===== config.mk =====
export PLATFORM = sky130hd
export DESIGN_NAME = acpi_pm_register_block
export DESIGN_NICKNAME = d
export VERILOG_FILES = /design/src/rtl/acpipm_pkg.sv /design/src/rtl/acpipm_regs.sv /design/src/rtl/acpi_pm_register_block.sv
export VERILOG_INCLUDE_DIRS = /design/src /design/src/rtl
export SDC_FILE = /design/constraint.sdc
export NUM_CORES = 1
export LEC_CHECK = 0
export ABC_AREA = 1
export BUFFER_PORTS_ARGS = -buffer_cell sky130_fd_sc_hd__clkbuf_2
export CORE_MARGIN = 2
export CORE_UTILIZATION = 50
export CTS_BUF_LIST = sky130_fd_sc_hd__clkbuf_8
export CTS_CLUSTER_DIAMETER = 30
export DETAILED_ROUTE_END_ITERATION = 16
export PLACE_DENSITY_LB_ADDON = 0.2
export SLEW_MARGIN = 0
export SYNTH_ARGS = -nofsm -noshare
export SYNTH_HDL_FRONTEND = slang
export SYNTH_SLANG_ARGS = --single-unit
export TNS_END_PERCENT = 1

===== constraint.sdc =====
create_clock -name clk -period 4.7 [get_ports clk]
set_clock_uncertainty 0.2 [all_clocks]
set_input_delay 0.94 -clock clk [delete_from_list [all_inputs] [get_ports clk]]
set_output_delay 0.94 -clock clk [all_outputs]
set_load 0.1 [all_outputs]

===== src/rtl/acpi_pm_register_block_assert.svh =====
// Assertion macros used by the ACPI PM register file (acpipm_regs).
`ifndef ACPI_PM_REGISTER_BLOCK_ASSERT_SVH
`define ACPI_PM_REGISTER_BLOCK_ASSERT_SVH

// Same-cycle implication, disabled during reset.
`define ACPIPM_ASSERT_NOW(lbl, clk, rst_n, ante, cons, msg) \
  lbl: assert property (@(posedge clk) disable iff (!rst_n) (ante) |-> (cons)) \
    else $error(msg);

// Next-cycle implication, disabled during reset.
`define ACPIPM_ASSERT_NEXT(lbl, clk, rst_n, ante, cons, msg) \
  lbl: assert property (@(posedge clk) disable iff (!rst_n) (ante) |=> (cons)) \
    else $error(msg);

`endif


===== src/rtl/acpipm_pkg.sv =====
// Types and constants for the ACPI PM register block.
`default_nettype none
package acpipm_pkg;

  localparam int TMR_W       = 24;
  localparam int OVF_EN_BIT  = 16;
  localparam int SLP_EN_BIT  = 13;
  localparam int SLP_TYP_HI  = 12;
  localparam int SLP_TYP_LO  = 10;

  localparam logic [TMR_W-1:0] TMR_MAX     = 24'hFF_FFFF;
  localparam logic [2:0]       SLP_TYP_OK  = 3'd5;
  localparam logic [31:0]      CTRL_RST    = 32'h0000_0001;

  typedef enum logic [1:0] {
    KIND_TICK  = 2'd0,
    KIND_READ  = 2'd1,
    KIND_WRITE = 2'd2
  } kind_t;

  typedef enum logic [3:0] {
    WORD_STS_EN = 4'd0,
    WORD_CTRL   = 4'd1,
    WORD_TMR    = 4'd2
  } word_t;

  typedef struct packed {
    kind_t      kind;
    logic [5:0] offset;
    logic [7:0] write_byte;
  } item_t;

  typedef struct packed {
    logic [31:0] read_data;
    logic        fault;
    logic        sci_level;
  } result_t;

endpackage
`default_nettype wire


===== src/rtl/acpipm_regs.sv =====
// PM1 status/enable, PM1 control and PM timer registers with their update logic.
`default_nettype none
`include "acpi_pm_register_block_assert.svh"
module acpipm_regs (
  input  wire                      clk,
  input  wire                      rst_n,
  input  wire                      step,
  input  wire                      acpi_enable,
  input  wire acpipm_pkg::item_t   item,
  output acpipm_pkg::result_t      res
);

  logic [31:0]                  se_r, se_nxt;
  logic [31:0]                  ctrl_r, ctrl_nxt;
  logic [acpipm_pkg::TMR_W-1:0] tmr_r, tmr_nxt;
  logic [4:0]                   shamt;
  logic [31:0]                  byte_sh;
  logic [31:0]                  byte_mask;
  logic [31:0]                  ctrl_wr;
  acpipm_pkg::word_t            word;

  assign shamt     = {item.offset[1:0], 3'b000};
  assign byte_sh   = {24'h00_0000, item.write_byte} << shamt;
  assign byte_mask = 32'h0000_00FF << shamt;
  assign ctrl_wr   = (ctrl_r & ~byte_mask) | byte_sh;
  assign word      = acpipm_pkg::word_t'(item.offset[5:2]);

  always_comb begin
    se_nxt        = se_r;
    ctrl_nxt      = ctrl_r;
    tmr_nxt       = tmr_r;
    res.read_data = 32'h0000_0000;
    res.fault     = 1'b0;
    case (item.kind)
      acpipm_pkg::KIND_TICK: begin
        if (acpi_enable) begin
          tmr_nxt = tmr_r + 24'd1;
          if (tmr_r == acpipm_pkg::TMR_MAX) begin
            se_nxt[0] = 1'b1;
          end
        end
      end
      acpipm_pkg::KIND_READ: begin
        case (word)
          acpipm_pkg::WORD_STS_EN: res.read_data = se_r >> shamt;
          acpipm_pkg::WORD_CTRL:   res.read_data = ctrl_r >> shamt;
          acpipm_pkg::WORD_TMR:    res.read_data = {8'h00, tmr_r} >> shamt;
          default:                 res.fault = 1'b1;
        endcase
      end
      acpipm_pkg::KIND_WRITE: begin
        case (word)
          acpipm_pkg::WORD_STS_EN: begin
            // status bytes are write-one-to-clear, enable bytes are replaced
            if (!item.offset[1]) begin
              se_nxt = se_r & ~byte_sh;
            end else begin
              se_nxt = (se_r & ~byte_mask) | byte_sh;
            end
          end
          acpipm_pkg::WORD_CTRL: begin
            ctrl_nxt = ctrl_wr;
            if (ctrl_wr[acpipm_pkg::SLP_EN_BIT]) begin
              if (ctrl_wr[acpipm_pkg::SLP_TYP_HI:acpipm_pkg::SLP_TYP_LO]
                  == acpipm_pkg::SLP_TYP_OK) begin
                ctrl_nxt[acpipm_pkg::SLP_EN_BIT] = 1'b0;
              end else begin
                res.fault = 1'b1;
              end
            end
          end
          default: res.fault = 1'b1;
        endcase
      end
      default: ;
    endcase
    res.sci_level = se_nxt[0] & se_nxt[acpipm_pkg::OVF_EN_BIT] & acpi_enable;
  end

  always_ff @(posedge clk) begin
    if (!rst_n) begin
      se_r   <= 32'h0000_0000;
      ctrl_r <= acpipm_pkg::CTRL_RST;
      tmr_r  <= '0;
    end else if (step) begin
      se_r   <= se_nxt;
      ctrl_r <= ctrl_nxt;
      tmr_r  <= tmr_nxt;
    end
  end

  `ACPIPM_ASSERT_NOW(a_sci_gated, clk, rst_n, !acpi_enable, !res.sci_level, "sci while disabled")
  `ACPIPM_ASSERT_NEXT(a_tick_incr, clk, rst_n,
    step && item.kind == acpipm_pkg::KIND_TICK && acpi_enable,
    tmr_r == $past(tmr_r) + 24'd1, "timer did not advance on tick")
  `ACPIPM_ASSERT_NEXT(a_read_pure, clk, rst_n, step && item.kind == acpipm_pkg::KIND_READ,
    $stable(se_r) && $stable(ctrl_r) && $stable(tmr_r), "read changed state")
  `ACPIPM_ASSERT_NEXT(a_idle_hold, clk, rst_n, !step,
    $stable(se_r) && $stable(ctrl_r) && $stable(tmr_r), "state changed without transfer")

endmodule
`default_nettype wire


===== src/rtl/acpi_pm_register_block.sv =====
// Top level of the ACPI PM1 register block with PM timer.
// Takes one item (timer tick, byte read or byte write) per clock and returns one result
// per item. An item is held in the input register; the register update and read
// mux sit between it and the result register, and the block sustains one item per cycle
// while out_tready stays high.
// in_tready falls only when both the input and the result register hold items. The
// acpi_enable register (cfg port, reset 1) gates timer ticks and the SCI level.
`default_nettype none
module acpi_pm_register_block (
  input  wire         clk,
  input  wire         rst_n,
  input  wire         in_tvalid,
  output logic        in_tready,
  input  wire  [15:0] in_tdata,   // [5:0] offset, [13:6] write_byte, [15:14] zero
  input  wire  [1:0]  in_tuser,   // [1:0] kind
  output logic        out_tvalid,
  input  wire         out_tready,
  output logic [39:0] out_tdata,  // [31:0] read_data, [32] sci_level, [39:33] zero
  output logic        out_tuser,  // [0] fault
  input  wire         cfg_valid,
  output logic        cfg_ready,
  input  wire         cfg_data    // [0] acpi_enable
);

  logic                s1_valid_r, s1_valid_nxt;
  acpipm_pkg::item_t   s1_item_r;
  logic                out_valid_r, out_valid_nxt;
  acpipm_pkg::result_t out_res_r;
  acpipm_pkg::result_t res;
  logic                acpi_en_r;
  logic                advance;
  logic                step;

  assign advance   = !out_valid_r || out_tready;
  assign step      = s1_valid_r && advance;
  assign in_tready = !s1_valid_r || advance;
  assign cfg_ready = 1'b1;

  assign s1_valid_nxt  = (in_tvalid && in_tready) || (s1_valid_r && !advance);
  assign out_valid_nxt = step || (out_valid_r && !out_tready);

  always_ff @(posedge clk) begin
    if (!rst_n) begin
      s1_valid_r  <= 1'b0;
      out_valid_r <= 1'b0;
      acpi_en_r   <= 1'b1;
    end else begin
      s1_valid_r  <= s1_valid_nxt;
      out_valid_r <= out_valid_nxt;
      if (cfg_valid) begin
        acpi_en_r <= cfg_data;
      end
    end
  end

  always_ff @(posedge clk) begin
    if (in_tvalid && in_tready) begin
      s1_item_r.kind       <= acpipm_pkg::kind_t'(in_tuser);
      s1_item_r.offset     <= in_tdata[5:0];
      s1_item_r.write_byte <= in_tdata[13:6];
    end
    if (step) begin
      out_res_r <= res;
    end
  end

  acpipm_regs u_regs (
    .clk         (clk),
    .rst_n       (rst_n),
    .step        (step),
    .acpi_enable (acpi_en_r),
    .item        (s1_item_r),
    .res         (res)
  );

  assign out_tvalid = out_valid_r;
  assign out_tdata  = {7'b000_0000, out_res_r.sci_level, out_res_r.read_data};
  assign out_tuser  = out_res_r.fault;

endmodule
`default_nettype wire


After elaboration in Yosys (flattened, before gate mapping)
Cells that the tools add are included.
{"block": "totals", "mem_bits_rw": 0, "regBits": 141, "out_inout_bits": 44, "inputBits": 24, "mem_count": 0, "latchBits": 0, "romBits": 0, "wordCells": 64}
{"block": "classes", "reduce_logical": 18, "order_cmp": 0, "mul": 0, "shifts": 5, "eq_ne": 6, "muxes": 12, "div": 0, "n_addsub": 1, "bitwise": 9}
{"op": "32-bit bitwise AND", "count": 3}
{"op": "32-bit case mux with 3 select lines", "count": 1}
{"op": "32-bit inverter", "count": 2}
{"op": "32-bit OR", "count": 2}
{"op": "32-bit by 5-bit >> shifter with 32-bit output", "count": 2}
{"op": "32-bit two-way mux", "count": 1}
{"op": "8-bit by 5-bit << shifter with 32-bit output", "count": 1}
{"op": "8-bit by 5-bit << shifter with 32-bit output, first input constant", "count": 1}
{"op": "24-bit by 5-bit >> shifter with 32-bit output", "count": 1}
{"op": "24-bit by 1-bit adder with 24-bit output, second input constant", "count": 1}
{"op": "24-bit equality test, second input constant", "count": 1}
{"op": "17-bit two-way mux", "count": 1}
{"op": "16-bit two-way mux", "count": 1}
{"op": "3-bit AND reduction", "count": 3}
{"op": "1-bit case mux with 2 select lines", "count": 3}
{"op": "1-bit two-way mux", "count": 5}
{"op": "4-bit by 1-bit equality test with 1-bit output, second input constant", "count": 1}
{"op": "4-bit by 2-bit equality test with 1-bit output, second input constant", "count": 1}
{"op": "1-bit logical AND", "count": 4}
{"op": "1-bit logical NOT", "count": 4}
{"op": "4-bit logical NOT", "count": 1}
{"op": "1-bit logical OR", "count": 4}
{"op": "3-bit equality test, second input constant", "count": 1}
{"op": "3-bit OR reduction", "count": 1}
{"op": "other kinds (4)", "count": 5}

Depth between registers and ports, before layout
{"block": "logic_depth", "depth_word": 9, "ltp_mapped": 11, "depth_no_buf": 10}

Modules after synthesis
A second synthesis with hierarchy kept.
{"block": "unflattened", "hier_cells": 855, "area_unflattened_um2": 6696.4}
{"module": "acpipm_regs", "n_inst": 1, "area_each_um2": 4998.5, "cells_per_inst": 778}
{"module": "acpi_pm_register_block", "n_inst": 1, "area_each_um2": 1697.9, "cells_per_inst": 77}

Least setup slack after synthesis
OpenSTA, ideal clock, no wires.
{"block": "synth_path", "kind": "reg-to-output", "startpoint": "register out_valid_r (netlist: out_tvalid)", "endpoint": "output port in_tready", "setup_slack_ps": 1570, "arrival_ps": 1990, "path_stages_with_launch": 2, "required_time_ps": 3560, "path_cell_list": "dfxtp_1 > nand3_1"}
{"block": "synth_via", "elab_chain_cells": 3}
{"element": "start: declaration", "line_no": "acpi_pm_register_block.sv:27", "text": "logic out_valid_r, out_valid_nxt;"}
{"element": "start signal: assignment", "line_no": "acpi_pm_register_block.sv:49", "text": "out_valid_r <= out_valid_nxt;"}
{"element": "1-bit logical NOT", "line_no": "acpi_pm_register_block.sv:34", "text": "assign advance = !out_valid_r || out_tready;"}
{"element": "1-bit logical OR", "line_no": "acpi_pm_register_block.sv:34"}
{"element": "1-bit logical OR", "line_no": "acpi_pm_register_block.sv:36", "text": "assign in_tready = !s1_valid_r || advance;"}
{"element": "end: declaration", "line_no": "acpi_pm_register_block.sv:13", "text": "output logic in_tready,"}
Every way passes these cells.

Final worst setup path
{"block": "layout_path", "startpoint": "register s1_item_r[8] in the netlist's numbering", "endpoint": "register out_res_r (netlist bit out_tuser) (data pin)"}
{"block": "layout_via", "elab_chain_cells": 9}
{"element": "start: declaration", "line_no": "acpi_pm_register_block.sv:26", "text": "acpipm_pkg::item_t s1_item_r;"}
{"element": "8-bit by 5-bit << shifter with 32-bit output", "line_no": "acpipm_regs.sv:24", "text": "assign byte_mask = 32'h0000_00FF << shamt;"}
{"element": "32-bit inverter", "line_no": "acpipm_regs.sv:25", "text": "assign ctrl_wr = (ctrl_r & ~byte_mask) | byte_sh;"}
{"element": "32-bit bitwise AND", "line_no": "acpipm_regs.sv:25"}
{"element": "32-bit OR (*)", "line_no": "acpipm_regs.sv:25"}
{"element": "3-bit equality test", "line_no": "acpipm_regs.sv:65", "text": "== acpipm_pkg::SLP_TYP_OK) begin"}
{"element": "1-bit two-way mux", "line_no": "acpipm_regs.sv:64", "text": "if (ctrl_wr[acpipm_pkg::SLP_TYP_HI:acpipm_pkg::SLP_TYP_LO]"}
{"element": "1-bit two-way mux (*)", "line_no": "acpipm_regs.sv:63", "text": "if (ctrl_wr[acpipm_pkg::SLP_EN_BIT]) begin"}
{"element": "1-bit case mux with 2 select lines (*)", "line_no": "acpipm_regs.sv:52", "text": "case (word)"}
{"element": "1-bit case mux with 2 select lines (*)", "line_no": "acpipm_regs.sv:34", "text": "case (item.kind)"}
{"element": "end signal: assignment", "line_no": "acpi_pm_register_block.sv:63", "text": "out_res_r <= res;"}
{"element": "end: declaration", "line_no": "acpi_pm_register_block.sv:28", "text": "acpipm_pkg::result_t out_res_r;"}
Mark *: on every way between the ends. The rest lies on a longest branch, timed or not.
A chain may end at the register's enable or synchronous reset.

==> run summary <==
status: complete, no violations
Hold Vio Cnt, Final: 0
n_diodes: 0
post-CTS sizing: 0
die extent in y: 121 µm
share of layout cells above drive strength 1: 11.4%
post-synthesis sequential area ratio: 48.4%
DRT iter0 DRCs: 621
Critical Path AT: 3.18 ns
H-tree Lvls: 4
Yosys top cell by area: dfxtp_1
post-CTS setup buffers: 0
pin count of the biggest net entering global routing: 60
post-synth top area share: 26.5%
Max VDD drop: 0.178 mV
total die area: 14,700 µm²
RSZ-0062 raised after global routing: false
Leak: 3.23 nW
Pre-antenna DRT Iters: 6
CP max FO: 14
final net count: 1,011
Synth top cells by count: nand2_1 (273), nand3_1 (136), a21oi_1 (94)
DRC: 0
synthesized flop and latch total: 141
CP Data Required Time: 4.70 ns
RR Endpoint: out_tuser$_SDFFCE_PN0P_
Clock Tree Buf Depth: 2
Initial Util: 51.5%
IO buf count: 57
pwr dens: 348 nW/µm²
count leader, synth: nand2_1
post-route ant nets: 0
Synth Cell Area: 6870 µm²
Pwr Total: 2.67 mW
top post-synthesis cells by area: dfxtp_1 (27%), edfxtp_1 (22%), nand2_1 (15%)
Syn Inst Count: 939
initial antenna violation count: 0
Min-Delay Path Class: reg -> reg
Core Area: 13,300 µm²
worst hold endpoint: u_regs.se_r[2]$_SDFFE_PN0P_
share of flip-flops with an asynchronous set or reset: 0%
Worst R2R Start: s1_item_r[8]$_DFFE_PP_
hpwl dp: 12,600 µm
clock sinks: 141
Max Fclk: 314 MHz
CTS tree: built
Hold Buf Count CTS: 0
placed cells: 1,140
Pins Over Slew Limit: 0
Tcrit/Tclk final: 67.8%
Fin Hold WS: 0.232 ns
Post-synth EDFFs: 50
Ys Warns: 0
gr ovfl total: 0
cts bufs inserted: 17
non-filler instance count after layout: 1,171
Max transition margin: 24.8%
Ports: 68
critical path class: reg -> reg
Max Cap Viol: 0
vias in the first global route: 5,740
Mapped Avg Cell Area: 7.32 µm²
Area growth syn-to-layout: 11.7%
Hold Path Depth: 2
Worst Reg-to-Reg Cells: 9
Hold Startpoint: u_regs.se_r[2]$_SDFFE_PN0P_
GRT Total Usage: 25.8%
final WL: 18,000 µm
CP startpoint kind: flip-flop
crit end category: flip-flop
Finished Cell Area: 7680 µm²
final setup vio count: 0
worst skew pair latency: 0.45 ns
first-pass GRT wire length: 29,100 µm
vias per cell: 5.44
min Tclk post-route: 3.19 ns
Netlist cell types: 33
Wirelength per Cell: 15.4 µm
Core Rows: 42
DP Area: 7230 µm²
Root Driver: clkbuf_8
via count: 6,366
routability cong.: 0.878
ys flop type: dfxtp_1
Die Width: 121 µm
FF-to-FF setup slack: 1.51 ns
setup TNS: 0 ns
Reg clk slew, reported paths: 0.08 ns
Worst-Margin Slew: 1.13 ns
metal layers:
metal	wire, µm	vias to the layer above	share of wire (%)	GRT usage, %
met2	7990	278	44	37.5
met1	7890	2922	44	36.9
met3	1650	36	9.1	5.36
li1	-	3130	-	-
met5	0	-	0	0
met4	496	0	2.8	11.8
metrics by stage:
step                      setup WS, ns  utilization (%)
after floorplan                   1.57                -
after global placement            1.62             54.2
after global routing              1.29             57.5
final                             1.51             57.5
after detailed placement          1.61             54.2
after CTS                         1.58             57.5
final cells by class:
class                           count  area (µm²)
Inverter                           97         364
Sequential cell                   141        3320
Fill cell                        1303        5670
Clock inverter                     13         199
Tap cell                          176         220
Multi-Input combinational cell    660        2970
Clock buffer                       18         248
Timing Repair Buffer               66         353
worst max-delay path: stages (launching register included):
cell and delay, ns:
edfxtp_1 0.69, clkinv_1 0.44, nor2_1 0.82, nand2_1 0.23, nand2_1 0.12, nand3_1 0.15
nand2_1 0.12, nand2_1 0.05, nand2_1 0.05, a21boi_0 0.06
cells by family (layout without fill, tap and decap cells):
| logic type | Yosys count | in the layout | synth area share, % |
|---|---|---|---|
| simple gates | 518 | 518 | 32.2 |
| buf+inv | 144 | 194 | 8.87 |
| flops | 141 | 141 | 48.4 |
| compound gates | 128 | 128 | 9.49 |
| fa+ha+maj | 4 | 4 | 0.728 |
| other cells | 2 | 8 | 0.109 |
| xor+xnor | 2 | 2 | 0.255 |
how the worst max path moves through the flow:
stage / depth (start not counted) / startpoint / slack (ns) / to
floorplan: 1 / out_tvalid$_SDFF_PN0_ / 1.57 / in_tready
global placement: 9 / s1_item_r[8]$_DFFE_PP_ / 1.62 / out_tuser$_SDFFCE_PN0P_
detailed placement: 9 / s1_item_r[8]$_DFFE_PP_ / 1.61 / out_tuser$_SDFFCE_PN0P_
CTS: 9 / s1_item_r[8]$_DFFE_PP_ / 1.58 / out_tuser$_SDFFCE_PN0P_
global route: 9 / s1_item_r[8]$_DFFE_PP_ / 1.29 / out_tuser$_SDFFCE_PN0P_
finish: 9 / s1_item_r[8]$_DFFE_PP_ / 1.51 / out_tuser$_SDFFCE_PN0P_
cell usage in the layout (no fill, tap or decap), types with 8 or more instances in the layout:
cell        n
a21oi_1    94
buf_4       9
clkbuf_2   57
clkbuf_8   18
conb_1      8
dfxtp_1    91
edfxtp_1   50
inv_1      92
nand2_1   273
nand3_1   136
nand4_1    10
nor2_1     75
nor3_1      8
o21ai_0    26
report_power, final:
part	switching [mW]	leakage [nW]	internal, mW	total [mW]
logic	0.227	1.81	0.0368	0.264
registers	0.0215	1.20	1.29	1.31
clock network	0.458	0.219	0.637	1.10
total	0.707	3.23	1.96	2.67
state kept, by name, summed over array words and instances (netlist names):
register / flops
u_regs.se_r: 32
acpi_en_r: 1
out_tvalid: 1
s1_item_r: 16
out_tdata: 33
s1_valid_r: 1
u_regs.ctrl_r: 32
out_tuser: 1
u_regs.tmr_r: 24
Note: power is estimated with default switching activity, not from simulation.
